### src/elr_pkg.sv
// elr_pkg: types, codes and sizes shared by the error log ring
// no dependencies; imported by elr_status, the top and the testbench
`default_nettype none

package elr_pkg;

    localparam int LOG_DEPTH = 8;
    localparam int ADDR_W    = (LOG_DEPTH > 1) ? $clog2(LOG_DEPTH) : 1;
    localparam int COUNT_W   = $clog2(LOG_DEPTH + 1);
    localparam int SUM_W     = ADDR_W + 1;
    localparam int CMP_W     = (COUNT_W > 8) ? COUNT_W + 1 : 9;

    localparam logic [1:0] MODE_LOG   = 2'd0;
    localparam logic [1:0] MODE_READ  = 2'd1;
    localparam logic [1:0] MODE_CLEAR = 2'd2;

    typedef struct packed {
        logic [31:0] stamp;
        logic [7:0]  code;
        logic [7:0]  channel;
        logic [7:0]  extra;
    } entry_t;

    typedef struct packed {
        logic        log_en;
        logic        clear_en;
        logic [31:0] stamp;
        logic [7:0]  code;
    } status_cmd_t;

    typedef struct packed {
        logic [ADDR_W-1:0]  head;
        logic [COUNT_W-1:0] count;
        logic [31:0]        total;
        logic [7:0]         newest_code;
        logic [31:0]        newest_stamp;
    } status_t;

    typedef enum logic {
        ST_IDLE,
        ST_FETCH
    } ctrl_state_t;

endpackage

`default_nettype wire

### src/elr_in_if.sv
// elr_in_if: request channel of the error log ring, valid/ready plus item fields
// no dependencies
`default_nettype none

interface elr_in_if;
    logic        valid;
    logic        ready;
    logic [1:0]  mode;
    logic [31:0] stamp;
    logic [7:0]  error_code;
    logic [7:0]  channel_id;
    logic [7:0]  extra_byte;
    logic [7:0]  age_index;

    modport source (
        output valid, mode, stamp, error_code, channel_id, extra_byte, age_index,
        input  ready
    );
    modport sink (
        input  valid, mode, stamp, error_code, channel_id, extra_byte, age_index,
        output ready
    );
endinterface

`default_nettype wire

### src/elr_out_if.sv
// elr_out_if: response channel of the error log ring, valid/ready plus result fields
// no dependencies
`default_nettype none

interface elr_out_if;
    logic        valid;
    logic        ready;
    logic        found;
    logic [31:0] read_stamp;
    logic [7:0]  read_code;
    logic [7:0]  read_channel;
    logic [7:0]  read_extra;
    logic [3:0]  valid_count;
    logic [7:0]  newest_code;
    logic [31:0] newest_stamp;
    logic [31:0] lifetime_total;

    modport source (
        output valid, found, read_stamp, read_code, read_channel, read_extra,
               valid_count, newest_code, newest_stamp, lifetime_total,
        input  ready
    );
    modport sink (
        input  valid, found, read_stamp, read_code, read_channel, read_extra,
               valid_count, newest_code, newest_stamp, lifetime_total,
        output ready
    );
endinterface

`default_nettype wire

### src/elr_ram.sv
// elr_ram: generic single-write, single-read synchronous ram, registered read
// no dependencies
`default_nettype none

module elr_ram #(
    parameter int WIDTH = 56,
    parameter int DEPTH = 8,
    localparam int AW   = (DEPTH > 1) ? $clog2(DEPTH) : 1
) (
    input  wire logic             clk,
    input  wire logic             we,
    input  wire logic [AW-1:0]    waddr,
    input  wire logic [WIDTH-1:0] wdata,
    input  wire logic             re,
    input  wire logic [AW-1:0]    raddr,
    output logic      [WIDTH-1:0] rdata
);

    logic [WIDTH-1:0] mem [DEPTH];

    always_ff @(posedge clk)
    begin
        if (we)
        begin
            mem[waddr] <= wdata;
        end
    end

    always_ff @(posedge clk)
    begin
        if (re)
        begin
            rdata <= mem[raddr];
        end
    end

endmodule

`default_nettype wire

### src/elr_status.sv
// elr_status: write head, saturating count, lifetime total and newest entry copy
// depends on elr_pkg
`default_nettype none

module elr_status
    import elr_pkg::*;
(
    input  wire logic        clk,
    input  wire logic        rst_n,
    input  wire status_cmd_t cmd,
    output status_t          status
);

    logic [ADDR_W-1:0]  head_reg,  head_next;
    logic [COUNT_W-1:0] count_reg, count_next;
    logic [31:0]        total_reg, total_next;
    logic [7:0]         newest_code_reg,  newest_code_next;
    logic [31:0]        newest_stamp_reg, newest_stamp_next;
    logic [SUM_W-1:0]   head_inc;

    always_comb
    begin
        head_inc          = SUM_W'(head_reg) + SUM_W'(1);
        head_next         = head_reg;
        count_next        = count_reg;
        total_next        = total_reg;
        newest_code_next  = newest_code_reg;
        newest_stamp_next = newest_stamp_reg;
        if (cmd.log_en)
        begin
            head_next = (head_inc == SUM_W'(LOG_DEPTH)) ? '0 : head_inc[ADDR_W-1:0];
            if (count_reg != COUNT_W'(LOG_DEPTH))
            begin
                count_next = count_reg + COUNT_W'(1);
            end
            total_next        = total_reg + 32'd1;
            newest_code_next  = cmd.code;
            newest_stamp_next = cmd.stamp;
        end
        else if (cmd.clear_en)
        begin
            head_next  = '0;
            count_next = '0;
        end
    end

    always_ff @(posedge clk or negedge rst_n)
    begin
        if (!rst_n)
        begin
            head_reg  <= '0;
            count_reg <= '0;
            total_reg <= '0;
        end
        else
        begin
            head_reg  <= head_next;
            count_reg <= count_next;
            total_reg <= total_next;
        end
    end

    always_ff @(posedge clk)
    begin
        newest_code_reg  <= newest_code_next;
        newest_stamp_reg <= newest_stamp_next;
    end

    assign status.head         = head_reg;
    assign status.count        = count_reg;
    assign status.total        = total_reg;
    assign status.newest_code  = newest_code_reg;
    assign status.newest_stamp = newest_stamp_reg;

endmodule

`default_nettype wire

### src/overwriting_error_log_ring_top.sv
// overwriting_error_log_ring_top: control, entry ram and response register
// depends on elr_pkg, elr_in_if, elr_out_if, elr_ram, elr_status
//
// Error log of LOG_DEPTH entries kept in a synchronous ram; when full, a new
// log transaction overwrites the oldest entry. Each request passes through the
// idle and fetch states: the accept cycle issues the ram access and updates the
// counters, the next cycle loads the response register from the registered ram
// read data and the updated status. A new request is taken in the idle state as
// soon as the response register is free or being emptied, never while the
// previous one is still in the fetch state. Entries never written read back as
// undefined data, but no valid age index can reach them.
`default_nettype none

module overwriting_error_log_ring_top
    import elr_pkg::*;
(
    input  wire logic clk,
    input  wire logic rst_n,
    elr_in_if.sink    req,
    elr_out_if.source rsp
);

    ctrl_state_t state_reg, state_next;
    logic        accept;
    logic        load_rsp;
    logic        rsp_free;

    status_cmd_t cmd;
    status_t     status;

    logic [SUM_W-1:0]  pos_sum;
    logic [ADDR_W-1:0] rd_pos;
    logic              hit;
    logic              found_reg, found_next;
    entry_t            wr_entry;
    entry_t            rd_entry;

    logic              rsp_valid_reg, rsp_valid_next;
    logic              rsp_found_reg;
    entry_t            rsp_entry_reg;
    logic [3:0]        rsp_count_reg;
    logic [7:0]        rsp_newest_code_reg;
    logic [31:0]       rsp_newest_stamp_reg;
    logic [31:0]       rsp_total_reg;

    assign rsp_free = !rsp_valid_reg || rsp.ready;

    // next state
    always_comb
    begin
        state_next = state_reg;
        unique case (state_reg)
            ST_IDLE:
            begin
                if (req.valid && rsp_free)
                begin
                    state_next = ST_FETCH;
                end
            end
            ST_FETCH:
            begin
                state_next = ST_IDLE;
            end
            default:
            begin
                state_next = ST_IDLE;
            end
        endcase
    end

    // outputs of the sequencer
    always_comb
    begin
        req.ready = 1'b0;
        load_rsp  = 1'b0;
        unique case (state_reg)
            ST_IDLE:
            begin
                req.ready = rsp_free;
            end
            ST_FETCH:
            begin
                load_rsp = 1'b1;
            end
            default:
            begin
                req.ready = 1'b0;
            end
        endcase
    end

    assign accept = req.valid && req.ready;

    assign cmd.log_en   = accept && (req.mode == MODE_LOG);
    assign cmd.clear_en = accept && (req.mode == MODE_CLEAR);
    assign cmd.stamp    = req.stamp;
    assign cmd.code     = req.error_code;

    elr_status u_status (
        .clk    (clk),
        .rst_n  (rst_n),
        .cmd    (cmd),
        .status (status)
    );

    // age to slot, oldest entry sits at the head once the ring has wrapped
    always_comb
    begin
        hit     = CMP_W'(req.age_index) < CMP_W'(status.count);
        pos_sum = SUM_W'(status.head) + SUM_W'(req.age_index[ADDR_W-1:0]);
        if (status.count != COUNT_W'(LOG_DEPTH))
        begin
            rd_pos = req.age_index[ADDR_W-1:0];
        end
        else if (pos_sum >= SUM_W'(LOG_DEPTH))
        begin
            rd_pos = ADDR_W'(pos_sum - SUM_W'(LOG_DEPTH));
        end
        else
        begin
            rd_pos = pos_sum[ADDR_W-1:0];
        end
    end

    assign wr_entry.stamp   = req.stamp;
    assign wr_entry.code    = req.error_code;
    assign wr_entry.channel = req.channel_id;
    assign wr_entry.extra   = req.extra_byte;

    elr_ram #(
        .WIDTH ($bits(entry_t)),
        .DEPTH (LOG_DEPTH)
    ) u_ram (
        .clk   (clk),
        .we    (cmd.log_en),
        .waddr (status.head),
        .wdata (wr_entry),
        .re    (accept && (req.mode == MODE_READ)),
        .raddr (rd_pos),
        .rdata (rd_entry)
    );

    assign found_next = accept ? (req.mode == MODE_READ) && hit : found_reg;

    always_comb
    begin
        rsp_valid_next = rsp_valid_reg;
        if (load_rsp)
        begin
            rsp_valid_next = 1'b1;
        end
        else if (rsp.ready)
        begin
            rsp_valid_next = 1'b0;
        end
    end

    always_ff @(posedge clk or negedge rst_n)
    begin
        if (!rst_n)
        begin
            state_reg     <= ST_IDLE;
            rsp_valid_reg <= 1'b0;
            found_reg     <= 1'b0;
        end
        else
        begin
            state_reg     <= state_next;
            rsp_valid_reg <= rsp_valid_next;
            found_reg     <= found_next;
        end
    end

    always_ff @(posedge clk)
    begin
        if (load_rsp)
        begin
            rsp_found_reg <= found_reg;
            rsp_entry_reg <= found_reg ? rd_entry : '0;
            rsp_count_reg <= 4'(status.count);
            rsp_total_reg <= status.total;
            if (status.count == '0)
            begin
                rsp_newest_code_reg  <= 8'd0;
                rsp_newest_stamp_reg <= 32'd0;
            end
            else
            begin
                rsp_newest_code_reg  <= status.newest_code;
                rsp_newest_stamp_reg <= status.newest_stamp;
            end
        end
    end

    assign rsp.valid          = rsp_valid_reg;
    assign rsp.found          = rsp_found_reg;
    assign rsp.read_stamp     = rsp_entry_reg.stamp;
    assign rsp.read_code      = rsp_entry_reg.code;
    assign rsp.read_channel   = rsp_entry_reg.channel;
    assign rsp.read_extra     = rsp_entry_reg.extra;
    assign rsp.valid_count    = rsp_count_reg;
    assign rsp.newest_code    = rsp_newest_code_reg;
    assign rsp.newest_stamp   = rsp_newest_stamp_reg;
    assign rsp.lifetime_total = rsp_total_reg;

endmodule

`default_nettype wire

### src/flat_wrapper.sv
// flat-port wrapper written by rule: the top's interface ports become plain ports
module overwriting_error_log_ring_top_flat import elr_pkg::*;
  (clk, rst_n, req_valid, req_mode, req_stamp, req_error_code, req_channel_id, req_extra_byte, req_age_index, req_ready, rsp_valid, rsp_found, rsp_read_stamp, rsp_read_code, rsp_read_channel, rsp_read_extra, rsp_valid_count, rsp_newest_code, rsp_newest_stamp, rsp_lifetime_total, rsp_ready);
  elr_in_if req_i ();
  elr_out_if rsp_i ();
  input  wire logic clk;
  input  wire logic rst_n;
  input wire logic [$bits(req_i.valid)-1:0] req_valid;
  input wire logic [$bits(req_i.mode)-1:0] req_mode;
  input wire logic [$bits(req_i.stamp)-1:0] req_stamp;
  input wire logic [$bits(req_i.error_code)-1:0] req_error_code;
  input wire logic [$bits(req_i.channel_id)-1:0] req_channel_id;
  input wire logic [$bits(req_i.extra_byte)-1:0] req_extra_byte;
  input wire logic [$bits(req_i.age_index)-1:0] req_age_index;
  output wire logic [$bits(req_i.ready)-1:0] req_ready;
  output wire logic [$bits(rsp_i.valid)-1:0] rsp_valid;
  output wire logic [$bits(rsp_i.found)-1:0] rsp_found;
  output wire logic [$bits(rsp_i.read_stamp)-1:0] rsp_read_stamp;
  output wire logic [$bits(rsp_i.read_code)-1:0] rsp_read_code;
  output wire logic [$bits(rsp_i.read_channel)-1:0] rsp_read_channel;
  output wire logic [$bits(rsp_i.read_extra)-1:0] rsp_read_extra;
  output wire logic [$bits(rsp_i.valid_count)-1:0] rsp_valid_count;
  output wire logic [$bits(rsp_i.newest_code)-1:0] rsp_newest_code;
  output wire logic [$bits(rsp_i.newest_stamp)-1:0] rsp_newest_stamp;
  output wire logic [$bits(rsp_i.lifetime_total)-1:0] rsp_lifetime_total;
  input wire logic [$bits(rsp_i.ready)-1:0] rsp_ready;
  assign req_i.valid = req_valid;
  assign req_i.mode = req_mode;
  assign req_i.stamp = req_stamp;
  assign req_i.error_code = req_error_code;
  assign req_i.channel_id = req_channel_id;
  assign req_i.extra_byte = req_extra_byte;
  assign req_i.age_index = req_age_index;
  assign req_ready = req_i.ready;
  assign rsp_valid = rsp_i.valid;
  assign rsp_found = rsp_i.found;
  assign rsp_read_stamp = rsp_i.read_stamp;
  assign rsp_read_code = rsp_i.read_code;
  assign rsp_read_channel = rsp_i.read_channel;
  assign rsp_read_extra = rsp_i.read_extra;
  assign rsp_valid_count = rsp_i.valid_count;
  assign rsp_newest_code = rsp_i.newest_code;
  assign rsp_newest_stamp = rsp_i.newest_stamp;
  assign rsp_lifetime_total = rsp_i.lifetime_total;
  assign rsp_i.ready = rsp_ready;
  overwriting_error_log_ring_top u_core (.clk(clk), .rst_n(rst_n), .req(req_i), .rsp(rsp_i));
endmodule
### config.mk
export PLATFORM = sky130hd
export DESIGN_NAME = overwriting_error_log_ring_top_flat
export DESIGN_NICKNAME = d
export VERILOG_FILES = /design/src/elr_pkg.sv /design/src/elr_in_if.sv /design/src/elr_out_if.sv /design/src/elr_ram.sv /design/src/elr_status.sv /design/src/overwriting_error_log_ring_top.sv /design/src/flat_wrapper.sv
export SDC_FILE = /design/constraint.sdc
export NUM_CORES = 1
export LEC_CHECK = 0
export BUFFER_PORTS_ARGS = -buffer_cell sky130_fd_sc_hd__buf_4
export CORE_MARGIN = 3
export CORE_UTILIZATION = 45
export DETAILED_ROUTE_END_ITERATION = 8
export HOLD_SLACK_MARGIN = 0.08
export PLACE_DENSITY = 0.66
export SYNTH_ARGS = -nofsm -noshare
export SYNTH_HDL_FRONTEND = slang
export SYNTH_SLANG_ARGS = --single-unit
### constraint.sdc
create_clock -name clk -period 10.5 [get_ports clk]
set_input_delay 0.525 -clock clk [delete_from_list [all_inputs] [get_ports clk]]
set_output_delay 0.525 -clock clk [all_outputs]
set_load 0.005 [all_outputs]
==> results.cfg <==
[status]
status = finished clean

[placed_design]
port_buffers = 204
numPlacedInstances = 2741
post-place-ws_ns = 4.922
dp_hpwl_mm = 33.51
gp_congestion = 0.7605

[floorplanning]
die-width_um = 260.0
design.die.area_um2 = 67620
ios = 205
fp.dieH_um = 260.0
placementRows = 92
start_util_pct = 45.79
core_area_um2 = 63430

[final_layout]
largest_reg_flops = 448
regArea_um2 = 21390
final_util_pct = 53.31
multi_input_area_um2 = 7064
drive_above_1_share_pct = 18.78
top_register = u_core.u_ram.mem
biggestRegsByFlops = u_core.u_ram.mem: 448 flops, u_core.u_ram.rdata: 56 flops
n_fill_cell = 4998
instances_no_fill = 2881
final_nets = 2053
areaGrowthSynthToFinish_pct = 16.42

[synthesis]
synth_xor_area_share_pct = 1.021
synth_compound_area_share_pct = 7.057
synth_nets = 1887
synthFlopType = edfxtp_1
synthSimpleGateAreaFrac_pct = 11.43
yosysUniqueCellTypes = 50
synthArstFlopShare_pct = 5.841
synth_warnings = 0
synthMuxAreaShare_pct = 3.985
synth_top_family_by_area = simple AND/OR/NAND/NOR gates
ys_top_cells_by_area = edfxtp_1 70%, mux2i_1 3.9%, dfrtp_1 3.6%, nand4b_1 1.7%, o32ai_1 1.7%
synthesis.area_um2 = 29040
synth_seq_cells = 719
synth_fa_ha_area_share_pct = 0.4567
synth-seq-area-share_pct = 73.62
synth_area_leader_cell = edfxtp_1
synth-edff-count = 677
netlist.area_leader.share_pct = 70.00
syn_area_per_cell_um2 = 16.07
syn-instance-count = 1807

[timing]
clock_skew_ns = 0.02899
fmax_mhz = 180.3
fin_crit_sh_pct = 52.82
tns_ns = 0
hold_viol = 0
layout_min_cycle_time_ns = 5.547
final-setup-viol-count = 0
hold_ws_ns = 0.1415
rsz0062_at_grt = no
worst_pin_slew_ns = 1.175
maxSlewViolCount = 0
relSlewSlack_pct = 21.70
fin_ws_ns = 4.953

[setup_path]
worstSetupStartpointType = flop
crit_required_ns = 10.82
rr_endpoint = u_core.u_ram.rdata[15]
endpoint = u_core.u_ram.rdata[15]
crit_path_start = u_core.u_status.head_reg[0]
cp.arrival_ns = 5.87
end_kind = flop
critPathKind = flop to flop
path_max_fanout = 113
r2r.worst_path.cells = 10
reg2reg_from = u_core.u_status.head_reg[0]
rrSetupSlack_ns = 4.95

[cts]
cts_tree = done
post_cts_buffers = 0
clk_pin_slew_worst_paths_ns = 0.06
cts_root_buf = clkbuf_16
h-tree-depth = 3
cts_made_buffers = 75
clock_latency_ns = 0.61
clk_path_buf_depth = 3
clock-sinks = 719

[global_route]
grt_max_degree = 134
grt_overflow_total = 0
groute.usage.overall_pct = 18.75
grt_pass1_vias = 16670
grt_pass1_wl_mm = 97.48
antenna_found_initial = 2

[drt]
drtPass1Iterations = 5
drc = 0
ant_nets = 0
avgRoutedWirePerCell_um = 22.25
first_iter_violations = 1347
routed_via_density = 5.757
drt_wl_total_mm = 64.10
vias = 16590

[min_path]
hold_path_class = input pin to flop

[pwr]
ir_drop_mv = 0.1070
p_leak_uw = 0.01188
p_per_area_nw_per_um2 = 193.6

[run]
drv_cap = 0
power breakdown:
part           internal [uW]  total [uW]  switching, uW  leakage [uW]
clock                   1600        2690           1090       0.00122
combinational            182         535            353       0.00394
sequential              3260        3320           52.8       0.00672
total                   5040        6550           1500        0.0119
synthesized netlist by cell type, types with 7 or more instances:
cell type	count
buf_6	10
edfxtp_1	677
clkbuf_1	90
nor3_1	7
xor2_1	16
a22oi_1	57
ha_1	9
xnor2_1	16
dfrtp_1	42
nand4b_1	56
mux2i_1	113
o32ai_1	56
and3_1	60
buf_1	7
nor2_1	22
a21boi_0	57
nand3b_1	56
a221oi_2	17
nor2b_1	42
buf_2	28
a221oi_1	39
nand3_1	11
inv_1	20
and2_1	57
o21ai_0	9
nand2b_1	59
nand2_1	72
nand4_1	70
area by class of cell:
type	instances	share of cell area (%)
Timing Repair Buffer	226	5.037
Tap cell	846	3.131
Antenna cell	1	0.007401
Clock buffer	96	5.995
Clock inverter	42	1.462
Inverter	20	0.2220
Sequential cell	719	63.25
Multi-Input combinational cell	931	20.89
how the worst min path moves through the flow:
stage | startpoint | endpoint | cells past startpoint
after floorplan | rst_n | u_core.found_reg | 0
after global placement | u_core.u_status.total_reg[30] | u_core.rsp.lifetime_total[30] | 0
after detailed placement | u_core.u_status.total_reg[30] | u_core.rsp.lifetime_total[30] | 0
after CTS | req_extra_byte[5] | u_core.u_ram.mem[6][5] | 1
after global routing | req_extra_byte[7] | u_core.u_ram.mem[1][7] | 1
final | req_channel_id[6] | u_core.u_ram.mem[7][14] | 1
routing by layer:
metal	global-route usage [%]	share of wire, %	vias up
li1	-	-	7463
met1	24.79	42	8518
met2	31.40	50	486
met3	3.360	5.7	117
met4	6.322	2.3	2
met5	0	0.023	-
timing repair:
item                                   in CTS  in global routing
resized for setup                           0                  0
hold buffers                                1                  0
endpoints found under the hold margin      42                  0
stage by stage:
step	total power, uW	area (um2)
floorplan	3681	29040
global placement	3895	31280
detailed placement	3921	31280
CTS	6607	33810
global route	6774	33810
finish	6545	33810
worst max-delay path: stages (launching register included):
cell	delay, ns
dfrtp_1	0.62
ha_1	0.24
inv_1	0.05
fa_1	0.48
xor2_1	0.34
or3_4	0.97
and2_4	0.64
buf_4	0.71
buf_4	0.73
mux2i_1	0.32
a221oi_2	0.10
kinds of logic after synthesis:
group,after synthesis
flip-flops,719
adder cells (fa/ha/maj),10
AND/OR/NAND/NOR,530
multiplexers,115
buffers and inverters,157
XOR/XNOR,33
AO/OA/AOI/OAI,243
placed cells by master (no fill, tap or decap), types with 5 or more instances in the layout:
master      Yosys  layout
clkinv_2        0      10
dfrtp_1        42      40
bufinv_16       0       9
nand3b_1       56      56
nand2_1        72      70
clkinvlp_4      0       6
inv_1          20      19
edfxtp_1      677     677
a21boi_0       57      57
mux2i_1       113     113
nor2_1         22      19
nand2b_1       59      59
xor2_1         16      16
a221oi_2       17      17
o21ai_0         9       9
clkbuf_1       90      15
ha_1            9       9
buf_4           2     224
xnor2_1        16      16
o32ai_1        56      56
nor3_1          7       6
and2_1         57      56
nand4b_1       56      56
a221oi_1       39      39
clkinv_1        0       9
nand3_1        11      11
a22oi_1        57      57
nand4_1        70      70
nor2b_1        42      42
clkbuf_16       0      76
clkbuf_8        0       5
and3_1         60      58
Note: power is estimated with default switching activity, not from simulation.
